**config.mk**
```make
export PLATFORM = sky130hd
export DESIGN_NAME = subnet_address_pool_allocator
export DESIGN_NICKNAME = d
export VERILOG_FILES = /design/src/rtl/sapa_pkg.sv /design/src/rtl/sapa_ctl.sv /design/src/rtl/sapa_dp.sv /design/src/rtl/subnet_address_pool_allocator.sv
export SDC_FILE = /design/constraint.sdc
export NUM_CORES = 1
export LEC_CHECK = 0
export BUFFER_PORTS_ARGS = -buffer_cell sky130_fd_sc_hd__buf_2
export CAP_MARGIN = 25
export CORE_MARGIN = 2
export CORE_UTILIZATION = 45
export CTS_CLUSTER_DIAMETER = 200
export CTS_CLUSTER_SIZE = 12
export DETAILED_ROUTE_END_ITERATION = 16
export PLACE_DENSITY_LB_ADDON = 0.08
export REMOVE_ABC_BUFFERS = 1
export SETUP_SLACK_MARGIN = 0.4
export SLEW_MARGIN = 20
export SYNTH_ARGS = -nofsm -noshare
export SYNTH_HDL_FRONTEND = slang
export SYNTH_SLANG_ARGS = --single-unit
```
**constraint.sdc**
```tcl
create_clock -name i_clk -period 6.7 [get_ports i_clk]
set_input_delay 0.67 -clock i_clk [delete_from_list [all_inputs] [get_ports i_clk]]
set_output_delay 0.67 -clock i_clk [all_outputs]
set_load 0.03 [all_outputs]
```
**src/rtl/sapa_pkg.sv**
```systemverilog
package sapa_pkg;

    localparam int WORD_BITS = 64;
    localparam int CFG_IDX_W = 8;

    localparam logic CMD_ALLOC = 1'b0;
    localparam logic CMD_FREE  = 1'b1;

    localparam logic [1:0] ST_OK        = 2'd0;
    localparam logic [1:0] ST_EXHAUSTED = 2'd1;
    localparam logic [1:0] ST_NOT_USED  = 2'd2;

    localparam logic [CFG_IDX_W-1:0] REG_SUBNET_PREFIX = 8'd0;
    localparam logic [CFG_IDX_W-1:0] REG_PREFIX_LENGTH = 8'd1;

    typedef struct packed {
        logic clr_wr;
        logic clr_done;
        logic accept;
        logic rd;
        logic next;
        logic finish;
    } t_dp_cmd;

    typedef struct packed {
        logic hit;
        logic is_last;
        logic is_free;
        logic clr_last;
        logic out_free;
        logic rebuild;
    } t_dp_sts;

endpackage

```
**src/rtl/sapa_ctl.sv**
```systemverilog
module sapa_ctl
    import sapa_pkg::*;
(
    input  logic    i_clk,
    input  logic    i_rst_n,
    input  logic    i_in_valid,
    output logic    o_in_ready,
    input  t_dp_sts i_sts,
    output t_dp_cmd o_cmd
);

    localparam logic [1:0] S_CLR  = 2'd0;
    localparam logic [1:0] S_IDLE = 2'd1;
    localparam logic [1:0] S_RD   = 2'd2;
    localparam logic [1:0] S_CHK  = 2'd3;

    logic [1:0] r_state;
    logic [1:0] n_state;

    always_comb begin
        o_cmd   = '0;
        n_state = r_state;
        unique case (r_state)
            S_CLR: begin
                o_cmd.clr_wr = 1'b1;
                if (i_sts.clr_last) begin
                    o_cmd.clr_done = 1'b1;
                    n_state        = S_IDLE;
                end
            end
            S_IDLE: begin
                if (i_in_valid) begin
                    o_cmd.accept = 1'b1;
                    n_state      = S_RD;
                end
            end
            S_RD: begin
                o_cmd.rd = 1'b1;
                n_state  = S_CHK;
            end
            S_CHK: begin
                if (!i_sts.is_free && !i_sts.hit && !i_sts.is_last) begin
                    o_cmd.next = 1'b1;
                end else if (i_sts.out_free) begin
                    o_cmd.finish = 1'b1;
                    n_state      = S_IDLE;
                end
            end
        endcase
        if (i_sts.rebuild) begin
            n_state = S_CLR;
        end
    end

    assign o_in_ready = (r_state == S_IDLE);

    always_ff @(posedge i_clk) begin
        if (!i_rst_n) begin
            r_state <= S_CLR;
        end else begin
            r_state <= n_state;
        end
    end

endmodule

```
**src/rtl/sapa_dp.sv**
```systemverilog
module sapa_dp
    import sapa_pkg::*;
#(
    parameter int MAX_HOST_BITS = 10
) (
    input  logic                 i_clk,
    input  logic                 i_rst_n,
    input  t_dp_cmd              i_cmd,
    output t_dp_sts              o_sts,
    input  logic                 i_in_cmd,
    input  logic [31:0]          i_in_addr,
    input  logic                 i_cfg_valid,
    input  logic [CFG_IDX_W-1:0] i_cfg_index,
    input  logic [31:0]          i_cfg_data,
    input  logic                 i_out_ready,
    output logic                 o_out_valid,
    output logic [31:0]          o_res_addr,
    output logic [1:0]           o_status,
    output logic [10:0]          o_free_count
);

    localparam int POOL_MAX   = 1 << MAX_HOST_BITS;
    localparam int WORD_COUNT = (POOL_MAX + WORD_BITS - 1) / WORD_BITS;
    localparam int WAW        = (WORD_COUNT > 1) ? $clog2(WORD_COUNT) : 1;
    localparam int HBW        = $clog2(MAX_HOST_BITS + 1);
    localparam int CNTW       = MAX_HOST_BITS + 1;
    localparam logic [WAW-1:0] LAST_WORD = WAW'(WORD_COUNT - 1);

    function automatic logic [HBW-1:0] clamp_bits(input logic [4:0] pl);
        logic [5:0] h;
        h = 6'd32 - {1'b0, pl};
        if (h < 6'd2) begin
            h = 6'd2;
        end else if (h > 6'(MAX_HOST_BITS)) begin
            h = 6'(MAX_HOST_BITS);
        end
        return h[HBW-1:0];
    endfunction

    logic [WORD_BITS-1:0] mem [WORD_COUNT];

    logic [31:0]            r_prefix;
    logic [HBW-1:0]         r_hbits;
    logic [CNTW-1:0]        r_free;
    logic [CNTW-1:0]        n_free;
    logic [WAW-1:0]         r_sw;
    logic                   r_cmd;
    logic [WAW-1:0]         r_word;
    logic [WORD_BITS-1:0]   r_mask;
    logic [5:0]             r_bit;
    logic [WORD_BITS-1:0]   r_rdata;
    logic                   r_out_valid;
    logic [31:0]            r_res_addr;
    logic [1:0]             r_status;
    logic [10:0]            r_out_cnt;

    logic [MAX_HOST_BITS-1:0]   host_mask;
    logic [MAX_HOST_BITS-1:0]   in_host;
    logic [MAX_HOST_BITS+5:0]   in_host_x;
    logic [CNTW-1:0]            pool;
    logic [CNTW-1:0]            pool_sh;
    logic [WAW:0]               pool_words;
    logic [CNTW+5:0]            pool_x;
    logic [CNTW+5:0]            pm1_x;
    logic [CNTW+5:0]            pm2_x;
    logic [WAW-1:0]             last_word;
    logic [WORD_BITS-1:0]       fill;
    logic [WORD_BITS-1:0]       cand;
    logic [WORD_BITS-1:0]       iso;
    logic [5:0]                 idx;
    logic                       hit;
    logic [WAW+5:0]             found_x;
    logic [MAX_HOST_BITS-1:0]   found;
    logic [31:0]                hm32;
    logic [31:0]                found32;
    logic [WORD_BITS-1:0]       free_bit;
    logic                       used;
    logic                       wr_en;
    logic [WAW-1:0]             wr_addr;
    logic [WORD_BITS-1:0]       wr_data;
    logic [WAW-1:0]             rd_addr;
    logic [31:0]                res_addr;
    logic [1:0]                 res_status;
    logic [CNTW+10:0]           free_x;
    logic                       rebuild;

    assign rebuild   = i_cfg_valid && (i_cfg_index == REG_PREFIX_LENGTH);
    assign host_mask = ~({MAX_HOST_BITS{1'b1}} << r_hbits);
    assign in_host   = i_in_addr[MAX_HOST_BITS-1:0] & host_mask;
    assign in_host_x = {6'b0, in_host};

    assign pool       = CNTW'(1) << r_hbits;
    assign pool_sh    = pool >> 6;
    assign pool_words = pool_sh[WAW:0];
    assign pool_x     = {6'b0, pool};
    assign pm1_x      = {6'b0, pool - CNTW'(1)};
    assign pm2_x      = {6'b0, pool - CNTW'(2)};
    assign last_word  = pm1_x[6 +: WAW];

    always_comb begin
        if ({1'b0, r_sw} < pool_words) begin
            fill = '0;
        end else if ((pool_words == '0) && (r_sw == '0)) begin
            fill = {WORD_BITS{1'b1}} << pool_x[5:0];
        end else begin
            fill = {WORD_BITS{1'b1}};
        end
        if (r_sw == '0) begin
            fill[0] = 1'b1;
        end
        if (r_sw == last_word) begin
            fill[pm1_x[5:0]] = 1'b1;
            fill[pm2_x[5:0]] = 1'b1;
        end
    end

    assign cand = ~r_rdata & r_mask;
    assign iso  = cand & (~cand + 64'd1);
    assign hit  = |cand;

    always_comb begin
        idx = '0;
        for (int b = 0; b < WORD_BITS; b++) begin
            if (iso[b]) begin
                idx = idx | 6'(b);
            end
        end
    end

    assign found_x  = {r_word, idx};
    assign found    = found_x[MAX_HOST_BITS-1:0];
    assign hm32     = {{(32-MAX_HOST_BITS){1'b0}}, host_mask};
    assign found32  = {{(32-MAX_HOST_BITS){1'b0}}, found};
    assign free_bit = 64'd1 << r_bit;
    assign used     = |(r_rdata & free_bit);

    always_comb begin
        n_free     = r_free;
        wr_en      = 1'b0;
        wr_addr    = r_word;
        wr_data    = r_rdata;
        res_addr   = '0;
        res_status = ST_OK;
        if (i_cmd.clr_wr) begin
            wr_en   = 1'b1;
            wr_addr = r_sw;
            wr_data = fill;
        end
        if (i_cmd.finish) begin
            if (r_cmd == CMD_ALLOC) begin
                if (hit) begin
                    wr_en    = 1'b1;
                    wr_data  = r_rdata | iso;
                    n_free   = r_free - CNTW'(1);
                    res_addr = (r_prefix & ~hm32) | found32;
                end else begin
                    res_status = ST_EXHAUSTED;
                end
            end else begin
                if (used) begin
                    wr_en   = 1'b1;
                    wr_data = r_rdata & ~free_bit;
                    n_free  = r_free + CNTW'(1);
                end else begin
                    res_status = ST_NOT_USED;
                end
            end
        end
        if (i_cmd.clr_done) begin
            n_free = pool - CNTW'(3);
        end
    end

    assign free_x  = {11'b0, n_free};
    assign rd_addr = i_cmd.next ? (r_word + WAW'(1)) : r_word;

    always_ff @(posedge i_clk) begin
        if (wr_en) begin
            mem[wr_addr] <= wr_data;
        end
        if (i_cmd.rd || i_cmd.next) begin
            r_rdata <= mem[rd_addr];
        end
    end

    always_ff @(posedge i_clk) begin
        if (!i_rst_n) begin
            r_prefix    <= '0;
            r_hbits     <= clamp_bits(5'd24);
            r_free      <= '0;
            r_sw        <= '0;
            r_out_valid <= 1'b0;
        end else begin
            if (i_cfg_valid && (i_cfg_index == REG_SUBNET_PREFIX)) begin
                r_prefix <= i_cfg_data;
            end
            if (rebuild) begin
                r_hbits <= clamp_bits(i_cfg_data[4:0]);
                r_sw    <= '0;
            end else if (i_cmd.clr_wr) begin
                r_sw <= r_sw + WAW'(1);
            end
            r_free <= n_free;
            if (i_cmd.finish) begin
                r_out_valid <= 1'b1;
            end else if (i_out_ready) begin
                r_out_valid <= 1'b0;
            end
        end
    end

    always_ff @(posedge i_clk) begin
        if (i_cmd.accept) begin
            r_cmd  <= i_in_cmd;
            r_word <= in_host_x[6 +: WAW];
            r_mask <= {WORD_BITS{1'b1}} << in_host_x[5:0];
            r_bit  <= in_host_x[5:0];
        end else if (i_cmd.next) begin
            r_word <= r_word + WAW'(1);
            r_mask <= {WORD_BITS{1'b1}};
        end
        if (i_cmd.finish) begin
            r_res_addr <= res_addr;
            r_status   <= res_status;
            r_out_cnt  <= free_x[10:0];
        end
    end

    assign o_sts.hit      = hit;
    assign o_sts.is_last  = (r_word == LAST_WORD);
    assign o_sts.is_free  = (r_cmd == CMD_FREE);
    assign o_sts.clr_last = (r_sw == LAST_WORD);
    assign o_sts.out_free = !r_out_valid || i_out_ready;
    assign o_sts.rebuild  = rebuild;

    assign o_out_valid  = r_out_valid;
    assign o_res_addr   = r_res_addr;
    assign o_status     = r_status;
    assign o_free_count = r_out_cnt;

endmodule

```
**src/rtl/subnet_address_pool_allocator.sv**
```systemverilog
// Each item is taken in state IDLE, its first map word is read in RD and checked in CHK;
// an allocate scans k of the 64-bit map words (k from 1 to 16) from the word holding the
// input address, and the result is registered once the output register is free. The scan
// reads one map word per cycle from the single-port bitmap memory; a new item is taken
// only after the last result is registered. Reset, and every write of prefix_length,
// starts a clearing pass over the bitmap, one word per cycle, during which no input transfer is taken.
module subnet_address_pool_allocator
    import sapa_pkg::*;
#(
    parameter int MAX_HOST_BITS = 10
) (
    input  logic                 i_clk,
    input  logic                 i_rst_n,
    input  logic                 i_s_tvalid,
    output logic                 o_s_tready,
    input  logic [31:0]          i_s_tdata,   // [31:0] address
    input  logic [0:0]           i_s_tuser,   // [0] command
    output logic                 o_m_tvalid,
    input  logic                 i_m_tready,
    output logic [47:0]          o_m_tdata,   // [31:0] result_address, [42:32] free_count
    output logic [1:0]           o_m_tuser,   // [1:0] status
    input  logic                 i_cfg_valid,
    output logic                 o_cfg_ready,
    input  logic [CFG_IDX_W-1:0] i_cfg_index,
    input  logic [31:0]          i_cfg_data
);

    t_dp_cmd     cmd;
    t_dp_sts     sts;
    logic [31:0] res_addr;
    logic [10:0] free_count;

    sapa_ctl u_ctl (
        .i_clk      (i_clk),
        .i_rst_n    (i_rst_n),
        .i_in_valid (i_s_tvalid),
        .o_in_ready (o_s_tready),
        .i_sts      (sts),
        .o_cmd      (cmd)
    );

    sapa_dp #(
        .MAX_HOST_BITS (MAX_HOST_BITS)
    ) u_dp (
        .i_clk        (i_clk),
        .i_rst_n      (i_rst_n),
        .i_cmd        (cmd),
        .o_sts        (sts),
        .i_in_cmd     (i_s_tuser[0]),
        .i_in_addr    (i_s_tdata),
        .i_cfg_valid  (i_cfg_valid),
        .i_cfg_index  (i_cfg_index),
        .i_cfg_data   (i_cfg_data),
        .i_out_ready  (i_m_tready),
        .o_out_valid  (o_m_tvalid),
        .o_res_addr   (res_addr),
        .o_status     (o_m_tuser),
        .o_free_count (free_count)
    );

    assign o_m_tdata   = {5'b0, free_count, res_addr};
    assign o_cfg_ready = 1'b1;

endmodule

```
==> metrics.txt <==
worst reg2reg endpoint=u_dp.mem[6][12]$_DFFE_PP_; VDD IR-drop max=0.0003841 V; Slew @ Worst Pin=1.146 ns; period utilisation layout=86.68%; Max clock buf depth=3; critical path arrival=~6.4 ns; Die X=367.9 µm; Worst-Skew Late Latency=0.77 ns; RD Place Congestion=1.064; ys async rst share=0%; Warnings, synthesis=0; register area share after synthesis=62.57%; Tot GR Track Use=33.15%; Gate power share=36.7%; share of the synthesized area in the top cell type=60.62%; crit path max fanout=26; DIE AREA=135300 µm²; drt wl/cell=~34 µm; Pint=16.74 mW; clock skew=0.03727 ns; status=completed; post-CTS setup buffers=0; Crit path top cell by count=buf_4; CP Capture Type=flip-flop; vias in the first global route=43796; # setup viols final=0; post-synthesis cell area=between 50000 and 60000 µm²; sequential share of power=41.5%; Worst Reg-to-Reg Cells=12; Clock Power Share=21.8%; quantity of I/O buffers inserted on ports=102; FF-to-FF Start=u_dp.r_bit[3]$_DFFE_PP_; number of buffers and inverters on the critical path=3; layout net count=approximately 5000; DR DRC count=0; Synth Area in Compound Gates=22.64%; hold_buf cts=0; Req. time, crit path=7.29 ns; crit-path leading delay family=simple AND/OR/NAND/NOR gates; initial antenna violation count=11; Final Hold Fails=0; HPWL Detailed=141600 µm; ANT nets after route=0; Critical Path Slowest Stage Cell=edfxtp_1; Mapped Cells=4929; # IOs=131; adder-cell share of the synthesized area=less than 1%; final WL=~230000 µm; share of post-route cells with drive strength above 1=10.86%; crit path cell chain=or2_2, o22ai_1, a32oi_1, o2111ai_1, nor4_1, buf_4, a21oi_4, buf_4, nor3_1, o21ai_0, o211ai_1, buf_4; CP Capture Point=u_dp.mem[6][12]$_DFFE_PP_; die height=367.9 µm; worst hold path type=input port to flip-flop; root buf cell=clkbuf_16; fillers=about 12000; Max stage delay on crit path=1.03 ns; drt initial violations=about 6000; RSZ-0062 raised after global routing=no; final hold slack=about 0.16 ns; combinational family with the most area after synthesis=compound AO/OA/AOI/OAI gates; commonest non-fill, non-tap cells in the layout=edfxtp_1 (1203), o22ai_1 (434), a21oi_1 (346), o21ai_0 (319), o221ai_1 (315); CTS clk-pin slew, worst paths=0.06 ns; number of vias per cell=7.074; Critical path origin=u_dp.r_bit[3]$_DFFE_PP_; core area=131500 µm²; startpoint types=flip-flop; number of synthesized flops with an enable pin=1203; Crit path depth=12; sw frac=38.07%; Synth cell types=93; largest net degree at the start of global routing=161; XOR/XNOR Fraction of Synth Area=0.2499%; Synth area leaders=edfxtp_1 (61%), o221ai_1 (4.6%), o22ai_1 (4.6%); mux share of post-synthesis cell area=1.749%; R2R Setup Slk=around 0.89 ns; WS Path Type=flip-flop to flip-flop; commonest non-fill, non-tap cell in the layout=edfxtp_1; first-pass GRT wire length=324400 µm; Pleak=20.51 nW; Sw Pwr=10.29 mW; Starting Density=a little under half; GRT Residual Overflow=0; Fmax=172.2 MHz; Max-cap violations=0; Worst slew margin=23.04%; Clock Sinks=1261; Tmin final=5.808 ns; flip-flop and latch count after synthesis=1261; Power Dens Cells=around 400 nW/µm²; vias=between 40000 and 50000; mean post-synth cell area=12.09 µm²; post-CTS sizing=0; top cell type by total area after synthesis=edfxtp_1; area growth from synthesis to layout=11.12%; # rows=133; Max Slew Vio Count=0; Post-synth top flop=edfxtp_1; CTS tree=yes; dpl cells=6560; Final Instance Count excl. Fillers=6703; iteration count of the initial detailed-routing pass=5; CTS Buf Count=about 120; H-tree depth=3; Post-Synth Simple-Gate Area=slightly below 9%
-- worst reg2reg max path, stage by stage (launching register included) --
cell and delay (ns):
edfxtp_1 1.03, or2_2 0.41, o22ai_1 0.13, a32oi_1 0.31, o2111ai_1 0.28, nor4_1 0.57, buf_4 0.27, a21oi_4 0.11
buf_4 0.25, nor3_1 0.92, o21ai_0 0.49, o211ai_1 0.52, buf_4 0.33
-- sequential cells by signal, indices dropped and copies added, names as in the netlist, 6 cells and up --
register           flops
u_dp.r_free           11
u_dp.r_rdata          64
u_dp.r_prefix         32
u_dp.o_free_count     11
u_dp.o_res_addr       32
u_dp.r_bit             6
u_dp.r_mask           63
u_dp.mem            1024
-- synthesized netlist by cell type, types with 51 or more instances --
cell type / number
edfxtp_1: 1203
o22ai_1: 434
a21oi_1: 347
o21ai_0: 328
o221ai_1: 315
clkbuf_1: 289
nand2_1: 231
nor2_1: 202
nor3_1: 181
nand3_1: 128
o2111ai_1: 121
buf_2: 113
mux2i_1: 76
dfxtp_1: 58
inv_1: 56
a31oi_1: 55
nand2b_1: 53
nor2b_1: 51
-- metal layers --
| metal | track usage [%] | part of all wire, % |
|---|---|---|
| met5 | 0 | 0.029 |
| met4 | 13.20 | 4.3 |
| met3 | 4.761 | 8.7 |
| met2 | 50.19 | 44 |
| met1 | 48.09 | 43 |
-- worst min path at each step --
stage | startpoint | end | slack, ns | depth (start not counted)
6_report | i_cfg_data[17] | u_dp.r_prefix[17]$_SDFFE_PN0P_ | 0.16 | 3
3_5_place_dp | u_dp.r_prefix[11]$_SDFFE_PN0P_ | u_dp.r_prefix[11]$_SDFFE_PN0P_ | 0.44 | 2
2_1_floorplan | u_dp.r_prefix[10]$_SDFFE_PN0P_ | u_dp.r_prefix[10]$_SDFFE_PN0P_ | 0.43 | 2
4_1_cts | i_cfg_data[17] | u_dp.r_prefix[17]$_SDFFE_PN0P_ | 0.12 | 3
5_1_grt | i_s_tuser | u_dp.r_cmd$_DFFE_PP_ | 0.15 | 1
3_3_place_gp | u_dp.r_prefix[26]$_SDFFE_PN0P_ | u_dp.r_prefix[26]$_SDFFE_PN0P_ | 0.44 | 2
-- stage by stage --
stage / power, mW / worst slack [ns] / util (%) / cell area [µm²] / setup TNS, ns
after floorplan: 16.87 / -16.00 / - / 57680 / -6290.60
after global placement: 20.89 / 1.280 / 47.90 / 62970 / 0
after detailed placement: 21.10 / 1.410 / 47.98 / 63080 / 0
after CTS: 26.97 / 1.395 / 50.31 / 66140 / 0
after global routing: 28.08 / 0.9771 / 50.37 / 66220 / 0
final: 27.03 / 0.8922 / 50.37 / 66220 / 0
-- power groups by stage --
| stage | logic, mW | clock network, mW | registers [mW] |
|---|---|---|---|
| CTS | 9.78 | 6.00 | 11.2 |
| global placement | 9.59 | 0 | 11.3 |
| global route | 10.5 | 6.27 | 11.3 |
| finish | 9.92 | 5.90 | 11.2 |
| detailed placement | 9.76 | 0 | 11.3 |
| floorplan | 5.43 | 0 | 11.4 |
-- kinds of logic after synthesis --
group / count (synthesis)
buffers and inverters: 505
DFF: 1261
adders and majority gates: 25
and+or+nand+nor: 1036
AOI/OAI and AO/OA: 1983
xor gates and xnor gates: 17
other: 2
muxes: 100
-- final cells by class --
| cell class | instances | area [µm²] | share of cell area [%] |
|---|---|---|---|
| Antenna cell | 1 | 2.502 | 0.003779 |
| Timing Repair Buffer | 321 | 2988 | 4.512 |
| Sequential cell | 1261 | 37290 | 56.31 |
| Multi-Input combinational cell | 3167 | 20450 | 30.89 |
| Tap cell | 1755 | 2196 | 3.316 |
| Clock inverter | 4 | 87.58 | 0.1323 |
| Inverter | 60 | 232.7 | 0.3514 |
| Clock buffer | 134 | 2970 | 4.486 |
Note: power is estimated with default switching activity, not from simulation.
